`config.mk`:
```
export PLATFORM = sky130hd
export DESIGN_NAME = sse_bank
export DESIGN_NICKNAME = d
export VERILOG_FILES = /design/src/rtl/sse_pkg.sv /design/src/rtl/sse_bank.sv
export SDC_FILE = /design/constraint.sdc
export NUM_CORES = 2
export LEC_CHECK = 0
export BUFFER_PORTS_ARGS = -buffer_cell sky130_fd_sc_hd__buf_2
export CAP_MARGIN = 20
export CORE_MARGIN = 2
export CORE_UTILIZATION = 50
export CTS_CLUSTER_DIAMETER = 150
export DETAILED_ROUTE_END_ITERATION = 16
export PLACE_DENSITY = 0.68
export SETUP_SLACK_MARGIN = 0.15
export SYNTH_ARGS = -nofsm -noshare
export SYNTH_HDL_FRONTEND = slang
export SYNTH_SLANG_ARGS = --single-unit
```
`constraint.sdc`:
```
create_clock -name i_clk -period 5 [get_ports i_clk]
set_input_delay 1 -clock i_clk [delete_from_list [all_inputs] [get_ports i_clk]]
set_output_delay 1 -clock i_clk [all_outputs]
set_load 0.005 [all_outputs]
```
`src/rtl/sse_pkg.sv`:
```
// ----------------------------------------------------------------------------
// Stable sort engine package
// Shared defaults and the sequencer state type of the stable sort engine.
// ----------------------------------------------------------------------------
package sse_pkg;

    localparam int DEPTH_DEF     = 64;
    localparam int KEY_WIDTH_DEF = 32;
    localparam int TAG_WIDTH_DEF = 16;

    typedef enum logic [1:0] {
        ST_LOAD,
        ST_PRIME,
        ST_MERGE,
        ST_EMIT
    } t_state;

endpackage

```
`src/rtl/sse_bank.sv`:
```
// ----------------------------------------------------------------------------
// Stable sort engine entry bank
// One write port and two read ports with registered read data.
// ----------------------------------------------------------------------------
module sse_bank #(
    parameter int DEPTH = sse_pkg::DEPTH_DEF,
    parameter int WIDTH = sse_pkg::KEY_WIDTH_DEF + sse_pkg::TAG_WIDTH_DEF,
    localparam int AW   = $clog2(DEPTH)
) (
    input  logic             i_clk,
    input  logic             i_we,
    input  logic [AW-1:0]    i_waddr,
    input  logic [WIDTH-1:0] i_wdata,
    input  logic [AW-1:0]    i_raddr_a,
    input  logic [AW-1:0]    i_raddr_b,
    output logic [WIDTH-1:0] o_rdata_a,
    output logic [WIDTH-1:0] o_rdata_b
);

    logic [WIDTH-1:0] r_mem [DEPTH];
    logic [WIDTH-1:0] r_rd_a;
    logic [WIDTH-1:0] r_rd_b;

    always_ff @(posedge i_clk) begin
        if (i_we) begin
            r_mem[i_waddr] <= i_wdata;
        end
        r_rd_a <= r_mem[i_raddr_a];
        r_rd_b <= r_mem[i_raddr_b];
    end

    assign o_rdata_a = r_rd_a;
    assign o_rdata_b = r_rd_b;

endmodule

```
==> flow_summary.json <==
{
  "max_stage_delay_ps": 890,
  "die_h_microns": 535,
  "setup_viol": 0,
  "required_ps": 5830,
  "critical-path-slowest-cell": "a211oi_1",
  "relSlewSlack_pct": 17.0,
  "drt-total-wl_microns": 499000,
  "grt_pass1_wl_microns": 678000,
  "syn-num-nets": 6806,
  "overflow": 0,
  "drive_above_1_share_pct": 37.2,
  "post-cts-setup-buffer-count": 0,
  "cp-end-kind": "register",
  "crit_path_start_kind": "input port",
  "synthDistinctLibCells": 48,
  "ys.warnings.count": 0,
  "num_rows": 194,
  "synth_cells": 6738,
  "syn_avg_cell_area_sq_um": 20.9,
  "place_ws_ps": 672,
  "grt_pass1_vias": 83130,
  "crit_type": "in2reg",
  "dr.first_iter.drc_count": 15208,
  "tightest_slew_ps": 1240,
  "clock_sinks": 3168,
  "antenna_left": 0,
  "viasPerCell": 7.65,
  "cts_resized": 0,
  "fin_tns_setup_ps": 0,
  "fp.coreArea_sq_mm": 0.280,
  "initial_core_util_pct": 50.4,
  "cp_cell_sequence": "buf_8 -> buf_12 -> nand2b_1 -> o221ai_1 -> o21ai_0 -> a211oi_1 -> buf_4 -> o211a_1",
  "critPathLaunch": "i_raddr_a[2]",
  "gp_congestion": 0.887,
  "cts_tree": "done",
  "p_leak_nw": 49.9,
  "clock_latency_ps": 890,
  "slew_viol_final": 0,
  "die_area_sq_mm": 0.286,
  "grt_max_degree": 94,
  "rsz0062_at_grt": "false",
  "whs_ps": 367,
  "ys_ff_latch": 3168,
  "cts_buffers": 338,
  "skew_ps": 43.4,
  "firstDrtPassIters": 8,
  "io_buffers": 163,
  "die_w_microns": 535,
  "ys.flop_type": "edfxtp_1",
  "crit_fanout": 84,
  "io_pins": 164,
  "h-tree-depth": 5,
  "async_flop_share_pct": 0,
  "hp-start": "i_wdata[12]",
  "utilization_pct": 57.4,
  "cts-root-buf": "clkbuf_16",
  "fmax_mhz": 276,
  "syn2layout_area_growth_pct": 14.0,
  "power_mw": 59.8,
  "clk_pin_slew_worst_paths_ps": 60,
  "antenna_found_initial": 56,
  "avgRoutedWirePerCell_microns": 44.7,
  "fin_crit_ps": 3620,
  "nets": 7190,
  "synth_edf_count": 3072,
  "drcViolationCount": 0,
  "syn_area_sq_mm": 0.141,
  "r2r-start": "r_mem[35][4]",
  "fin_crit_sh_pct": 72.4,
  "power_density_mw_per_mm2": 372,
  "setup_ws_ps": 1380,
  "status": "complete, no violations",
  "peakVddDrop_uv": 316,
  "hold_path_class": "in2reg",
  "holdBufCountCts": 0,
  "max_cap_viol_count": 0,
  "vias": 85322,
  "finalHoldViolations": 0,
  "cp.arrival_ps": 4460,
  "yosysSeqAreaShare_pct": 66.8,
  "clockBufferDepth": 4,
  "dpl.hpwl_microns": 294000,
  "grt_usage_pct": 34.7
}
flip-flops by register name, indices dropped and copies added, names as in the netlist:
name and count:
o_rdata_a 48, o_rdata_b 48, r_mem 3072
layout make-up:
cell class / instances / area [sq um]
antenna: 38 / 95.1
clock buffer: 451 / 9340
clock inverter: 165 / 1670
fill: 20084 / 119000
inverter: 1 / 3.75
multi-input combinational: 3017 / 44800
sequential: 3168 / 94200
tap: 3724 / 4660
timing repair buffer: 596 / 5980
cell usage after synthesis (all sizes together) (58+ instances only):
library cell	number	area share, %
o221ai	73	0.45
nand2	113	0.30
a22o	88	0.55
clkbuf	256	0.69
a221oi	63	0.39
o22ai	336	1.5
edfxtp	3072	65
nor2	140	0.37
a22oi	95	0.51
buf	296	1.2
mux4	1535	25
dfxtp	96	1.4
nor3	58	0.21
a21oi	71	0.25
where the power goes:
part	switching, mW	total [mW]	internal, mW
combinational	2.94	4.85	1.91
sequential	0.294	29.7	29.4
clock	10.5	25.3	14.8
total	13.7	59.8	46.1
kinds of logic (layout without fill, tap and decap cells):
group,after synthesis,after routing,synth area share (%)
flip-flops,3168,3168,66.8
multiplexers,1604,1604,25.0
other,0,38,0
buffers and inverters,553,1213,1.86
AO/OA/AOI/OAI,923,923,4.62
AND/OR/NAND/NOR,490,490,1.67
final timing paths:
kind | depth (start not counted) | slack, ps | end
max | 8 | 1380 | o_rdata_a[47]
min | 1 | 370 | r_mem[62][12]
max reg2reg | 5 | 2610 | o_rdata_a[4]
min reg2reg | 4 | 910 | o_rdata_a[47]
worst max-delay path, delay by kind of cell:
family / cells / cell delay (ps)
compound gates: 4 / 1670
simple gates: 1 / 680
buf+inv: 3 / 1020
through the flow:
| stage | area (sq um) | std cells |
|---|---|---|
| after floorplan | 141000 | 6738 |
| after global placement | 149000 | 10476 |
| after detailed placement | 149000 | 10479 |
| after CTS | 160000 | 11095 |
| after global routing | 161000 | 11145 |
| final | 161000 | 11160 |
per-layer routing:
metal / wire length (microns) / vias to the layer above / global-route usage (%)
met5: 391 / - / 0
met4: 35400 / 40 / 20.5
met3: 77100 / 1469 / 11.0
met2: 219000 / 7921 / 49.9
met1: 167000 / 45087 / 46.7
li1: - / 30805 / -
cell usage in the layout (no fill, tap or decap), types with 65 or more instances in the layout:
master     netlist  routed
mux4_2        1535    1535
clkinv_2         0      67
buf_2          156     156
dfxtp_1         96      96
nor2_1         140      73
a21oi_1         71      71
edfxtp_1      3072    3072
clkbuf_16        0     348
a22o_1          88      88
nand2_1        113     103
o22ai_1        336     336
buf_12           0     146
clkbuf_1       254      79
buf_4           78     288
nor2_4           0      65
a22oi_1         95      95
o221ai_1        73      73
Power figures use the tool's default switching activity.
